[src/sv/rwr_pkg.sv]
// Shared constants, types and helpers of the reorder window receiver.
`default_nettype none
package rwr_pkg;

	// Window of buffered out-of-order packets; must be a power of two
	localparam int WINDOW        = 32;
	localparam int IDX_W         = $clog2(WINDOW);
	localparam int PAYLOAD_BYTES = 1200;

	// Field widths
	localparam int SEQ_W    = 31;
	localparam int EXP_W    = 32;
	localparam int HANDLE_W = 16;
	localparam int BYTE_W   = 11;
	localparam int TOTAL_W  = 40;

	// Result kinds
	localparam logic KIND_RELEASE = 1'b0;
	localparam logic KIND_ACK     = 1'b1;

	// File size split into full packets and the tail length
	typedef struct packed {
		logic [EXP_W-1:0]  quot;
		logic [BYTE_W-1:0] rem;
		logic [EXP_W-1:0]  packets;
	} size_info_t;

	// One result item
	typedef struct packed {
		logic                    kind;
		logic [SEQ_W-1:0]        rel_seq;
		logic [HANDLE_W-1:0]     rel_handle;
		logic [BYTE_W-1:0]       bytes;
		logic signed [EXP_W-1:0] ack;
		logic                    done;
		logic                    last;
	} result_t;

endpackage
`default_nettype wire

[src/sv/rwr_ram.sv]
// Generic single-port-write, registered-read RAM.
`default_nettype none
module rwr_ram #(
	parameter int WIDTH = 16,
	parameter int DEPTH = 32
) (
	input  wire logic                     clk,
	input  wire logic                     we,
	input  wire logic [$clog2(DEPTH)-1:0] waddr,
	input  wire logic [WIDTH-1:0]         wdata,
	input  wire logic                     re,
	input  wire logic [$clog2(DEPTH)-1:0] raddr,
	output logic      [WIDTH-1:0]         rdata
);

	logic [WIDTH-1:0] mem_q [DEPTH];

	// Write port
	always_ff @(posedge clk) begin
		if (we) begin
			mem_q[waddr] <= wdata;
		end
	end

	// Registered read port
	always_ff @(posedge clk) begin
		if (re) begin
			rdata <= mem_q[raddr];
		end
	end

endmodule
`default_nettype wire

[src/sv/rwr_div.sv]
// Divider of the file size by the payload size, one reciprocal multiply per digit.
`default_nettype none
module rwr_div (
	input  wire logic                          clk,
	input  wire logic                          arst_n,
	input  wire logic                          load,
	input  wire logic [rwr_pkg::TOTAL_W-1:0]   dividend,
	output logic                               done,
	output logic      [rwr_pkg::TOTAL_W-1:0]   quot,
	output logic      [rwr_pkg::BYTE_W-1:0]    rem
);
	import rwr_pkg::*;

	// The size is split into a high digit and a 16-bit low digit. Each digit takes
	// two steps: a reciprocal multiply for the quotient digit, then a
	// multiply-subtract by the payload size for the running remainder.
	localparam int LO_W   = 16;
	localparam int NUM_W  = BYTE_W + LO_W;
	localparam int RCP_W  = 28;
	localparam int RCP_SH = NUM_W + BYTE_W;
	localparam int PROD_W = NUM_W + RCP_W;
	// Rounded-up reciprocal; exact for every numerator of NUM_W bits
	localparam longint unsigned RCP_FULL =
		((64'd1 << RCP_SH) + 64'(PAYLOAD_BYTES) - 64'd1) / 64'(PAYLOAD_BYTES);
	localparam logic [RCP_W-1:0] RECIP = RCP_W'(RCP_FULL);

	localparam logic [1:0] ST_HI_Q = 2'd0;
	localparam logic [1:0] ST_HI_R = 2'd1;
	localparam logic [1:0] ST_LO_Q = 2'd2;
	localparam logic [1:0] ST_LO_R = 2'd3;

	logic                run_q;
	logic [1:0]          step_q;
	logic [NUM_W-1:0]    num_q;
	logic [LO_W-1:0]     lo_q;
	logic [LO_W-1:0]     hi_q;
	logic [LO_W-1:0]     dig_q;
	logic [PROD_W-1:0]   prod;
	logic [LO_W-1:0]     q_dig;
	logic [NUM_W-1:0]    back;
	logic [BYTE_W-1:0]   rem_n;

	// Quotient digit from the reciprocal, remainder from the held digit
	always_comb begin
		prod  = PROD_W'(num_q) * PROD_W'(RECIP);
		q_dig = prod[RCP_SH +: LO_W];
		back  = num_q - NUM_W'(dig_q) * NUM_W'(PAYLOAD_BYTES);
		rem_n = back[BYTE_W-1:0];
	end

	assign done = run_q && (step_q == ST_LO_R);
	assign quot = {{(TOTAL_W-2*LO_W){1'b0}}, hi_q, dig_q};
	assign rem  = rem_n;

	// Step control
	always_ff @(posedge clk or negedge arst_n) begin
		if (!arst_n) begin
			run_q  <= 1'b0;
			step_q <= ST_HI_Q;
		end else if (load) begin
			run_q  <= 1'b1;
			step_q <= ST_HI_Q;
		end else if (run_q) begin
			run_q  <= !done;
			step_q <= step_q + 2'd1;
		end
	end

	// Datapath
	always_ff @(posedge clk) begin
		if (load) begin
			num_q <= NUM_W'(dividend[TOTAL_W-1:LO_W]);
			lo_q  <= dividend[LO_W-1:0];
		end else if (run_q) begin
			unique case (step_q)
				ST_HI_Q: begin
					dig_q <= q_dig;
				end
				ST_HI_R: begin
					hi_q  <= dig_q;
					num_q <= {rem_n, lo_q};
				end
				ST_LO_Q: begin
					dig_q <= q_dig;
				end
				ST_LO_R: begin
				end
			endcase
		end
	end

endmodule
`default_nettype wire

[src/sv/rwr_seq.sv]
// Sequencer: classifies packets, walks the window and emits releases and acks.
`default_nettype none
module rwr_seq (
	input  wire logic                          clk,
	input  wire logic                          arst_n,
	input  wire logic                          start,
	input  wire logic                          size_ok,
	input  wire logic [rwr_pkg::SEQ_W-1:0]     seq_num,
	input  wire logic [rwr_pkg::HANDLE_W-1:0]  payload_handle,
	input  wire logic                          cfg_valid,
	input  wire logic                          div_done,
	input  wire rwr_pkg::size_info_t           sz,
	output logic                               busy,
	output logic                               cfg_ready,
	output logic                               ram_we,
	output logic      [rwr_pkg::IDX_W-1:0]     ram_waddr,
	output logic      [rwr_pkg::HANDLE_W-1:0]  ram_wdata,
	output logic                               ram_re,
	output logic      [rwr_pkg::IDX_W-1:0]     ram_raddr,
	input  wire logic [rwr_pkg::HANDLE_W-1:0]  ram_rdata,
	output logic                               res_valid,
	output rwr_pkg::result_t                   res
);
	import rwr_pkg::*;

	localparam logic [2:0] S_IDLE = 3'd0;
	localparam logic [2:0] S_DIV  = 3'd1;
	localparam logic [2:0] S_EVAL = 3'd2;
	localparam logic [2:0] S_CHK  = 3'd3;
	localparam logic [2:0] S_REL  = 3'd4;

	logic [2:0]          state_q;
	logic [EXP_W-1:0]    exp_q;
	logic [WINDOW-1:0]   valid_q;
	logic                size_ok_q;
	logic [SEQ_W-1:0]    seq_q;
	logic [HANDLE_W-1:0] hdl_q;
	logic [SEQ_W-1:0]    cur_q;
	logic                res_valid_q;
	result_t             res_q;

	logic [EXP_W-1:0]    seq_ext;
	logic [EXP_W-1:0]    seq_gap;
	logic                is_stale;
	logic                is_next;
	logic                in_win;
	logic [IDX_W-1:0]    seq_idx;
	logic [EXP_W-1:0]    nxt;
	logic [IDX_W-1:0]    nxt_idx;
	logic                take_nxt;
	logic                accept;

	// Release item for one sequence number
	function automatic result_t mk_release(input logic [SEQ_W-1:0] s,
		input logic [HANDLE_W-1:0] h, input size_info_t si);
		result_t          r;
		logic [EXP_W-1:0] s_ext;
		s_ext        = {1'b0, s};
		r.kind       = KIND_RELEASE;
		r.rel_seq    = s;
		r.rel_handle = h;
		r.bytes      = (s_ext >= si.quot) ? si.rem : BYTE_W'(PAYLOAD_BYTES);
		r.ack        = '0;
		r.done       = ((s_ext + EXP_W'(1)) >= si.packets);
		r.last       = 1'b0;
		return r;
	endfunction

	// Acknowledgement item, always the last one of its packet
	function automatic result_t mk_ack(input logic [EXP_W-1:0] a, input logic d);
		result_t r;
		r.kind       = KIND_ACK;
		r.rel_seq    = '0;
		r.rel_handle = '0;
		r.bytes      = '0;
		r.ack        = $signed(a);
		r.done       = d;
		r.last       = 1'b1;
		return r;
	endfunction

	// Classify the held packet against the expected number
	always_comb begin
		seq_ext  = {1'b0, seq_q};
		seq_gap  = seq_ext - exp_q;
		is_stale = !size_ok_q || (seq_ext < exp_q);
		is_next  = (seq_ext == exp_q);
		in_win   = (seq_gap < EXP_W'(WINDOW));
		seq_idx  = seq_q[IDX_W-1:0];
		nxt      = {1'b0, cur_q} + EXP_W'(1);
		nxt_idx  = nxt[IDX_W-1:0];
		take_nxt = !nxt[EXP_W-1] && valid_q[nxt_idx];
	end

	assign busy      = (state_q != S_IDLE) || cfg_valid;
	assign cfg_ready = (state_q == S_IDLE);
	assign accept    = start && !busy;

	// Store an early packet in a free slot of the window
	assign ram_we    = (state_q == S_EVAL) && !is_stale && !is_next && in_win &&
	                   !valid_q[seq_idx];
	assign ram_waddr = seq_idx;
	assign ram_wdata = hdl_q;
	// Fetch the next buffered handle while draining
	assign ram_re    = (state_q == S_CHK) && take_nxt;
	assign ram_raddr = nxt_idx;

	assign res_valid = res_valid_q;
	assign res       = res_q;

	// Control state
	always_ff @(posedge clk or negedge arst_n) begin
		if (!arst_n) begin
			state_q     <= S_IDLE;
			exp_q       <= '0;
			valid_q     <= '0;
			res_valid_q <= 1'b0;
		end else begin
			res_valid_q <= 1'b0;
			unique case (state_q)
				S_IDLE: begin
					if (cfg_valid) begin
						state_q <= S_DIV;
					end else if (accept) begin
						state_q <= S_EVAL;
					end
				end
				S_DIV: begin
					if (div_done) begin
						state_q <= S_IDLE;
					end
				end
				S_EVAL: begin
					if (is_stale) begin
						state_q <= S_IDLE;
					end else if (is_next) begin
						res_valid_q <= 1'b1;
						state_q     <= S_CHK;
					end else begin
						res_valid_q <= 1'b1;
						if (ram_we) begin
							valid_q[seq_idx] <= 1'b1;
						end
						state_q <= S_IDLE;
					end
				end
				S_CHK: begin
					res_valid_q <= !take_nxt;
					if (take_nxt) begin
						valid_q[nxt_idx] <= 1'b0;
						state_q          <= S_REL;
					end else begin
						exp_q   <= nxt;
						state_q <= S_IDLE;
					end
				end
				S_REL: begin
					res_valid_q <= 1'b1;
					state_q     <= S_CHK;
				end
				default: begin
					state_q <= S_IDLE;
				end
			endcase
		end
	end

	// Item and result payload
	always_ff @(posedge clk) begin
		if (accept) begin
			size_ok_q <= size_ok;
			seq_q     <= seq_num;
			hdl_q     <= payload_handle;
		end
		case (state_q)
			S_EVAL: begin
				if (is_next) begin
					res_q <= mk_release(seq_q, hdl_q, sz);
					cur_q <= seq_q;
				end else begin
					res_q <= mk_ack(exp_q - EXP_W'(1), exp_q >= sz.packets);
				end
			end
			S_CHK: begin
				if (!take_nxt) begin
					res_q <= mk_ack({1'b0, cur_q}, nxt >= sz.packets);
				end
			end
			S_REL: begin
				res_q <= mk_release(nxt[SEQ_W-1:0], ram_rdata, sz);
				cur_q <= nxt[SEQ_W-1:0];
			end
			default: begin
			end
		endcase
	end

endmodule
`default_nettype wire

[src/sv/reorder_window_receiver_top.sv]
// Top level of the reorder window receiver.
`default_nettype none
// Receiver for packet descriptors with a 32-slot reorder window and cumulative
// acknowledgements. An item is taken when start is high and busy is low; each
// result is shown for exactly one cycle with result_valid high and cannot be
// held off by the receiver. A stale or wrong-length packet keeps busy high
// through the evaluate state and gives nothing; an early packet keeps busy high
// through the evaluate state and its acknowledgement shows in the cycle after;
// an in-order packet keeps busy high through the evaluate and check states plus
// a release and a check state for each buffered slot drained, each drained
// slot costing one handle-RAM read, and its acknowledgement shows in the cycle
// after busy drops. The next item can be taken at the end of that cycle, so
// results of one packet never overlap the next packet's. A size write on
// cfg_data keeps busy high while the divider splits the size into full packets
// and the tail length, a quotient and a remainder step for each of its two digits.
module reorder_window_receiver_top (
	input  wire logic                          clk,
	input  wire logic                          arst_n,
	// Configuration
	input  wire logic                          cfg_valid,
	output logic                               cfg_ready,
	input  wire logic [rwr_pkg::TOTAL_W-1:0]   cfg_data,
	// Packet descriptors
	input  wire logic                          start,
	output logic                               busy,
	input  wire logic                          size_ok,
	input  wire logic [rwr_pkg::SEQ_W-1:0]     seq_num,
	input  wire logic [rwr_pkg::HANDLE_W-1:0]  payload_handle,
	// Results
	output logic                               result_valid,
	output logic                               kind,
	output logic      [rwr_pkg::SEQ_W-1:0]     release_seq,
	output logic      [rwr_pkg::HANDLE_W-1:0]  release_handle,
	output logic      [rwr_pkg::BYTE_W-1:0]    byte_count,
	output logic signed [rwr_pkg::EXP_W-1:0]   ack_value,
	output logic                               transfer_done,
	output logic                               last
);
	import rwr_pkg::*;

	logic                div_done;
	logic [TOTAL_W-1:0]  div_quot;
	logic [BYTE_W-1:0]   div_rem;
	logic [EXP_W-1:0]    quot_sat;
	logic [EXP_W:0]      pkt_sum;
	size_info_t          sz_q;
	logic                ram_we;
	logic [IDX_W-1:0]    ram_waddr;
	logic [HANDLE_W-1:0] ram_wdata;
	logic                ram_re;
	logic [IDX_W-1:0]    ram_raddr;
	logic [HANDLE_W-1:0] ram_rdata;
	result_t             res;

	rwr_div u_div (
		.clk      (clk),
		.arst_n   (arst_n),
		.load     (cfg_valid && cfg_ready),
		.dividend (cfg_data),
		.done     (div_done),
		.quot     (div_quot),
		.rem      (div_rem)
	);

	// Saturate the packet counts to 32 bits
	always_comb begin
		quot_sat = (|div_quot[TOTAL_W-1:EXP_W]) ? '1 : div_quot[EXP_W-1:0];
		pkt_sum  = {1'b0, quot_sat} + (EXP_W+1)'(div_rem != '0);
	end

	// Hold the size split once the divider finishes
	always_ff @(posedge clk or negedge arst_n) begin
		if (!arst_n) begin
			sz_q <= '0;
		end else if (div_done) begin
			sz_q.quot    <= quot_sat;
			sz_q.rem     <= div_rem;
			sz_q.packets <= pkt_sum[EXP_W] ? '1 : pkt_sum[EXP_W-1:0];
		end
	end

	rwr_ram #(
		.WIDTH (HANDLE_W),
		.DEPTH (WINDOW)
	) u_handles (
		.clk   (clk),
		.we    (ram_we),
		.waddr (ram_waddr),
		.wdata (ram_wdata),
		.re    (ram_re),
		.raddr (ram_raddr),
		.rdata (ram_rdata)
	);

	rwr_seq u_seq (
		.clk            (clk),
		.arst_n         (arst_n),
		.start          (start),
		.size_ok        (size_ok),
		.seq_num        (seq_num),
		.payload_handle (payload_handle),
		.cfg_valid      (cfg_valid),
		.div_done       (div_done),
		.sz             (sz_q),
		.busy           (busy),
		.cfg_ready      (cfg_ready),
		.ram_we         (ram_we),
		.ram_waddr      (ram_waddr),
		.ram_wdata      (ram_wdata),
		.ram_re         (ram_re),
		.ram_raddr      (ram_raddr),
		.ram_rdata      (ram_rdata),
		.res_valid      (result_valid),
		.res            (res)
	);

	// Drive the result ports
	assign kind           = res.kind;
	assign release_seq    = res.rel_seq;
	assign release_handle = res.rel_handle;
	assign byte_count     = res.bytes;
	assign ack_value      = res.ack;
	assign transfer_done  = res.done;
	assign last           = res.last;

	// An accepted item keeps the block busy in the next cycle
	a_accept_busy: assert property (@(posedge clk) disable iff (!arst_n)
		(start && !busy) |=> busy)
		else $error("block not busy after taking an item");

	// A size write keeps the block busy while dividing
	a_cfg_busy: assert property (@(posedge clk) disable iff (!arst_n)
		(cfg_valid && cfg_ready) |=> (busy && !cfg_ready))
		else $error("block not busy after a size write");

	// Only the acknowledgement closes a packet's results
	a_ack_last: assert property (@(posedge clk) disable iff (!arst_n)
		result_valid |-> ((kind == KIND_ACK) == last))
		else $error("last flag does not match acknowledgement");

	// The closing result is followed by a quiet cycle
	a_last_gap: assert property (@(posedge clk) disable iff (!arst_n)
		(result_valid && last) |=> !result_valid)
		else $error("result right after the closing acknowledgement");

endmodule
`default_nettype wire

[config.mk]
export PLATFORM = sky130hd
export DESIGN_NAME = reorder_window_receiver_top
export DESIGN_NICKNAME = d
export VERILOG_FILES = /design/src/sv/rwr_pkg.sv /design/src/sv/rwr_ram.sv /design/src/sv/rwr_div.sv /design/src/sv/rwr_seq.sv /design/src/sv/reorder_window_receiver_top.sv
export SDC_FILE = /design/constraint.sdc
export NUM_CORES = 2
export LEC_CHECK = 0
export BUFFER_PORTS_ARGS = -buffer_cell sky130_fd_sc_hd__buf_2
export CORE_MARGIN = 2
export CORE_UTILIZATION = 45
export CTS_CLUSTER_DIAMETER = 30
export DETAILED_ROUTE_END_ITERATION = 10
export GPL_TIMING_DRIVEN = 0
export PLACE_DENSITY = 0.68
export SYNTH_ARGS = -nofsm -noshare
export SYNTH_HDL_FRONTEND = slang
export SYNTH_SLANG_ARGS = --single-unit
[constraint.sdc]
create_clock -name clk -period 9.3 [get_ports clk]
set_input_delay 0 -clock clk [delete_from_list [all_inputs] [get_ports clk]]
set_output_delay 0 -clock clk [all_outputs]
set_load 0.005 [all_outputs]
; ---- Word-level counts from Yosys, hierarchy flattened
; Memory sizes are Yosys's and may differ from the RTL's. A register that Yosys moved wholly into a read port is not among the register bits.
; Cells that the tools add are included.
[totals]
wordCells = 148
output_inout_bits = 96
ramBits = 512
memories = 1
register_bits = 393
input_bits = 92
[mem_list]
columns = name, depth, word_bits, rd, rd_clocked_by_memory_dff, wr, line
row1 = u_handles.mem_q, 32, 16, 1, 1, 1, rwr_ram.sv:16  ; logic [WIDTH-1:0] mem_q [DEPTH];
[classes]
add_sub_neg = 8
n_reduce_logical = 40
magnitude_cmp = 12
mul = 2
eq_ne = 16
mux = 39
bitwise_logic = 5
[ops]
columns = cell, count
row1 = case mux 93 bit (3 select lines), 1
row2 = 2-to-1 mux 93 bit, 2
row3 = 2-to-1 mux 32 bit, 5
row4 = >= comparator 32 bit, 4
row5 = "adder 31 x 1 -> 32 bit, second input constant", 3
row6 = 2-to-1 mux 24 bit, 3
row7 = >= comparator 31 x 32 -> 1 bit, 2
row8 = case mux 32 bit (2 select lines), 1
row9 = case mux 31 bit (2 select lines), 1
row10 = "multiplier 27 x 28 -> 54 bit, second input constant", 1
row11 = adder 32 x 1 -> 33 bit, 1
row12 = bitwise AND 32 bit, 1
row13 = equality test 31 x 32 -> 1 bit, 1
row14 = less-than comparator 31 x 32 -> 1 bit, 1
row15 = "less-than comparator 32 x 6 -> 1 bit, second input constant", 1
row16 = NOT 32 bit, 1
row17 = bitwise OR 32 bit, 1
row18 = subtractor 31 x 32 -> 32 bit, 1
row19 = "subtractor 32 x 1 -> 32 bit, second input constant", 1
row20 = 2-to-1 mux 31 bit, 1
row21 = 2-to-1 mux 11 bit, 2
row22 = "multiplier 16 x 7 -> 7 bit, second input constant", 1
row23 = 2-to-1 mux 3 bit, 5
row24 = case mux 3 bit (5 select lines), 1
row25 = 30 further kinds, 80

; ---- Logic depth before layout (Yosys ltp)
[depth]
word_depth = 11
depth_mapped = 27
depth_no_buf = 27

; ---- Hierarchy
; From an unflattened synthesis, not the netlist that was laid out.
[unflattened]
cells_unflattened = 4938
area_unflattened_um2 = 58174.5
[by_module_without_submodules]
columns = module, cells_per_inst, area_each_um2, seq_area_each_um2, instances
row1 = rwr_ram, 1143, 20696.1, 15855.2, 1
row2 = rwr_seq, 1952, 18552.8, 6836.6, 1
row3 = rwr_div, 1433, 15107.0, 2297.2, 1
row4 = reorder_window_receiver_top, 410, 3818.7, 1876.8, 1

; ---- Worst setup path before layout
; Ideal clock, no wire load.
[synth_path]
path_type = register -> register
startpoint = register u_div.num_q[25]
endpoint = register u_div.dig_q[14], data pin
n_path_buf = 0
arrival_time_ps = 6578
required_ps = 9042
setup_slack_ps = 2464
path_stages_with_launch = 26
setup_time_ps = 258
period_less_slack_ps = 6836
path_cell_list = dfxtp_1 inv_1 ha_1 xnor2_1 ha_1 nor2_1 xor2_1 ha_1 or2_2 inv_1 fa_1 inv_1 fa_1 fa_1 inv_1 fa_1 inv_1 ha_1 nand2_1 nor4_1 o2111ai_1 o311ai_0 a41oi_1 o21bai_1 a21oi_1 xnor2_1
[synth_between]
elab_chain_cells = 1
[synth_lines]
columns = element, line
row1 = from (decl), rwr_div.sv:34  ; logic [NUM_W-1:0] num_q;
row2 = from (signal assigned), rwr_div.sv:72  ; num_q <= NUM_W'(dividend[TOTAL_W-1:LO_W]);
row3 = from (signal assigned), rwr_div.sv:81  ; num_q <= {rem_n, lo_q};
row4 = multiplier 27 x 28 -> 54 bit, rwr_div.sv:45  ; prod = PROD_W'(num_q) * PROD_W'(RECIP);
row5 = named net u_div.prod[52], rwr_div.sv:38  ; logic [PROD_W-1:0] prod;
row6 = to (signal assigned), rwr_div.sv:77  ; dig_q <= q_dig;
row7 = to (signal assigned), rwr_div.sv:84  ; dig_q <= q_dig;
row8 = to (decl), rwr_div.sv:37  ; logic [LO_W-1:0] dig_q;
; The timed path passes the listed nets, and every way through them passes these cells.
; A chain may end at the register's enable or synchronous reset.

; ---- Worst setup path in the final report
[layout_path]
startpoint = register u_seq.cur_q[0]
endpoint = register u_seq.res_q, in the netlist u_seq.res[1], data pin
[layout_between]
elab_chain_cells = 4
word_cells_on_any_way = 6
classes_between = add/sub (2) / order compare (2) / mux (2)
[layout_lines]
columns = element, line
row1 = from (decl), rwr_seq.sv:38  ; logic [SEQ_W-1:0] cur_q;
row2 = from (signal assigned), rwr_seq.sv:179  ; cur_q <= seq_q;
row3 = from (signal assigned), rwr_seq.sv:191  ; cur_q <= nxt[SEQ_W-1:0];
row4 = adder 31 x 1 -> 32 bit *, rwr_seq.sv:90  ; nxt = {1'b0, cur_q} + EXP_W'(1);
row5 = named net ram_raddr[0], reorder_window_receiver_top.sv:51  ; logic [IDX_W-1:0] ram_raddr;
row6 = adder 31 x 1 -> 32 bit / >= comparator 32 bit (equally long branches), "rwr_seq.sv:64, rwr_seq.sv:186"
row7 = >= comparator 32 bit / 2-to-1 mux 93 bit (equally long branches), "rwr_seq.sv:64, rwr_seq.sv:185"
row8 = case mux 93 bit (3 select lines) *, rwr_seq.sv:175  ; case (state_q)
row9 = to (signal assigned), rwr_seq.sv:178  ; res_q <= mk_release(seq_q, hdl_q, sz);
row10 = to (signal assigned), rwr_seq.sv:181  ; res_q <= mk_ack(exp_q - EXP_W'(1), exp_q >= sz.packets);
row11 = to (signal assigned), rwr_seq.sv:186  ; res_q <= mk_ack({1'b0, cur_q}, nxt >= sz.packets);
row12 = to (decl), rwr_seq.sv:40  ; result_t res_q;
; Mark *: on every way through the listed nets, which the timed path passes. The rest lies on a longest branch. The select of a mux whose other input is x is not followed.

==> results.yml <==
setup_path:
  cp_max_fo: 10
  crit_chain: "buf_2 -> buf_1 -> inv_1 -> ha_1 -> buf_1 -> nand2_1 -> nor2_1 -> nand3_1 -> or3_1 -> nor4_2 -> nand2_1 -> xnor2_1 -> ha_1 -> and4_1 -> nand2_1 -> nor2_1 -> nand4_1 -> a2111oi_0 -> a221oi_1 -> nand2_1"
  worstSetupPathType: "reg2reg"
  crit_arrival_ns: 8.68
  worst_path_max_delay_cell: "a2111oi_0"
  cp_common_cell: "nand2_1"
  endpoint_kind: "flop"
  worstPathRequired_ns: 9.96
  r2r_cells: 20
  slowest_delay_ns: 1.02
  startpoint_type: "flop"
clock_tree:
  clkSinkCount: 920
  root_buffer: "clkbuf_16"
  clk_latency_ns: 0.83
  clk_path_buf_depth: 3
  h-tree-depth: 4
  numCtsBuffers: 204
  cts_tree: "done"
  clkTransAtPathRegs_ns: 0.05
route:
  drt_pass1_iterations: 5
  wl_mm: 176.2
  ant_nets: 0
  vias_per_cell: 5.785
  top_layer_used: "met5"
  wl_per_cell_um: 25.08
  wl_met2_mm: 81.66
  first_iter_violations: 4327
  met3_length_mm: 15.12
  wl_met1_mm: 71.80
  vias: 40640
  drc: 0
placed_design:
  io_buffers: 187
  place.gp.congestion: 0.9662
  place_hpwl_mm: 128.6
final_layout:
  drive_gt1_share_pct: 14.41
  syn2layout_area_growth_pct: 21.33
  final_common_cell: "edfxtp_1"
  num-nets-final: 6079
  mostFrequentLayoutCells: "edfxtp_1 (771), inv_1 (673), ha_1 (525)"
floorplan:
  start_util_pct: 45.39
  die_x_um: 360.1
  die_h_um: 360.1
  die_area_mm2: 0.1297
  rows: 130
  core-area_mm2: 0.1257
  num_io_pins: 188
synth:
  avgSynthCellArea_um2: 12.34
  yosys-top-cells-area: "edfxtp_1 (41%), ha_1 (12%), fa_1 (9.4%), dfrtp_1 (6.4%), mux4_2 (5.5%)"
  synth_cells: 4623
  yosysSeqAreaShare_pct: 47.08
  synth-edff-count: 771
  yosys_warnings: 0
  synth_flop_cell: "edfxtp_1"
  synth.ff_latch_count: 920
  netlist.area_leader.share_pct: 40.57
  ys_types: 110
  syn-num-nets: 5509
  yosysTopAreaCell: "edfxtp_1"
  async_reset_ff_share_pct: 15.87
  netlist_area_mm2: 0.05707
timing:
  worstMarginPinSlew_ns: 1.477
  fin_tns_setup_ns: 0
  rsz0062_at_grt: "false"
  slew_violations: 0
  hold_violations: 0
  post-route-period-util_pct: 86.27
  fmax_mhz: 124.6
  finClkSkew_ns: 0.09001
  setup_violations: 0
  min_period_ns: 8.023
  maxSlewHeadroom_pct: 1.216
global_route:
  grt_max_degree: 99
  grt_overflow: 0
  grt_pass1_wl_mm: 264.8
  grt_usage_pct: 27.40
  antenna_found_initial: 8
  first_global_vias: 41620
status:
  violations: "max-capacitance violations"
  status: "complete, but fails checks"
min_path:
  min_path_cells: 4
  hold_path_class: "in2reg"
job:
  drv_cap: 1
metrics by stage:
step | instance area, um^2 | cells | setup WS [ns] | utilization, % | hold slack (ns)
6_report | 69240 | 7024 | 1.277 | 55.07 | 0.04024
5_1_grt | 69240 | 7024 | 0.9878 | 55.07 | 0.03694
4_1_cts | 69210 | 7022 | 1.557 | 55.04 | 0.0002032
3_5_place_dp | 60230 | 6466 | 1.565 | 47.90 | -0.06901
3_3_place_gp | 60070 | 6460 | 0.4449 | 47.78 | 0.1776
2_1_floorplan | 57070 | 4623 | 2.464 | - | -0.2956
final cells by class:
| cell class | count | area [um^2] |
|---|---|---|
| Timing Repair Buffer | 364 | 2805 |
| Antenna cell | 1 | 2.502 |
| Clock inverter | 154 | 1951 |
| Inverter | 676 | 2537 |
| Clock buffer | 232 | 5311 |
| Multi-Input combinational cell | 2882 | 27110 |
| Fill cell | 10310 | 56490 |
| Sequential cell | 920 | 26870 |
| Tap cell | 1650 | 2064 |
| Buffer | 145 | 591.8 |
routing by layer:
layer | GRT usage (%) | vias to the layer above
met2 | 43.44 | 1968
met3 | 5.546 | 409
met1 | 36.84 | 20370
met5 | 0 | -
li1 | - | 17880
met4 | 11.31 | 6
path summary, 6_finish.rpt:
kind	start	end	slack, ns
setup / recovery	u_seq.cur_q[0]$_DFFE_PP_	u_seq.res[1]$_DFFE_PP_	1.28
hold / removal	cfg_data[20]	u_div.num_q[4]$_DFFE_PP_	0.04
setup reg to reg	u_seq.cur_q[0]$_DFFE_PP_	u_seq.res[1]$_DFFE_PP_	1.28
hold reg to reg	u_div.dig_q[6]$_DFFE_PP_	u_div.hi_q[6]$_DFFE_PP_	0.44
max in group asynchronous	arst_n	u_seq.exp_q[31]$_DFFE_PN0P_	8.34
min in group asynchronous	arst_n	sz_q[62]$_DFFE_PN0P_	0.31
cell usage after synthesis, drive strengths merged (10+ instances only):
library cell	count
o211ai	17
nor3	49
a22o	33
dfrtp	146
or3	14
inv	675
nand4	66
nand2	296
a21o	149
and4	18
a31oi	33
nor2	172
clkbuf	102
xor2	55
xnor2	140
o21ai	199
buf	43
edfxtp	771
or2	14
mux4	139
nor4	27
o22ai	28
nand2b	23
a221oi	21
ha	525
a2111oi	10
nand3	100
a22oi	64
and2	28
o21a	14
a21oi	142
nor2b	29
fa	269
mux2	10
and3	63
flip-flops by register name, indices dropped and copies added, names as in the netlist, 2 cells and up:
register and flops:
u_handles.mem_q 512, u_seq.res 92, sz_q 75, u_seq.exp_q 32, u_seq.valid_q 32, u_seq.cur_q 31, u_seq.seq_q 31, u_div.num_q 27
u_div.dig_q 16, u_div.hi_q 16, u_div.lo_q 16, u_handles.rdata 16, u_seq.ram_wdata 16, u_seq.state_q 3, u_div.step_q 2
critical path: cells and delay by family (launching register included):
family,cells,cell delay (ns)
AOI/OAI and AO/OA,2,1.17
xor gates and xnor gates,1,0.17
adders and majority gates,2,0.92
buffers and inverters,4,2.18
DFF,1,0.48
and+or+nand+nor,11,2.96
timing repair:
action | 4_1_cts | 5_1_grt
hold buffers | 170 | 0
hold endpoints to repair | 286 | 0
buffers inserted | 0 | 0
endpoints found under the setup margin | 0 | 0
gates resized for setup | 0 | 0
kinds of logic (layout without fill, tap and decap cells):
| family | Yosys count | after routing | synth area share [%] |
|---|---|---|---|
| AND/OR/NAND/NOR | 936 | 936 | 8.261 |
| flip-flops | 920 | 920 | 47.08 |
| buffers and inverters | 821 | 1571 | 5.481 |
| AO/OA/AOI/OAI | 799 | 799 | 9.390 |
| adder cells (fa/ha/maj) | 794 | 794 | 20.95 |
| XOR/XNOR | 195 | 195 | 3.006 |
| multiplexers | 158 | 158 | 5.841 |
| other | 0 | 1 | 0 |
Power is not shown: default switching activity piles up to over one toggle a cycle in this logic, so the estimate is an artifact.
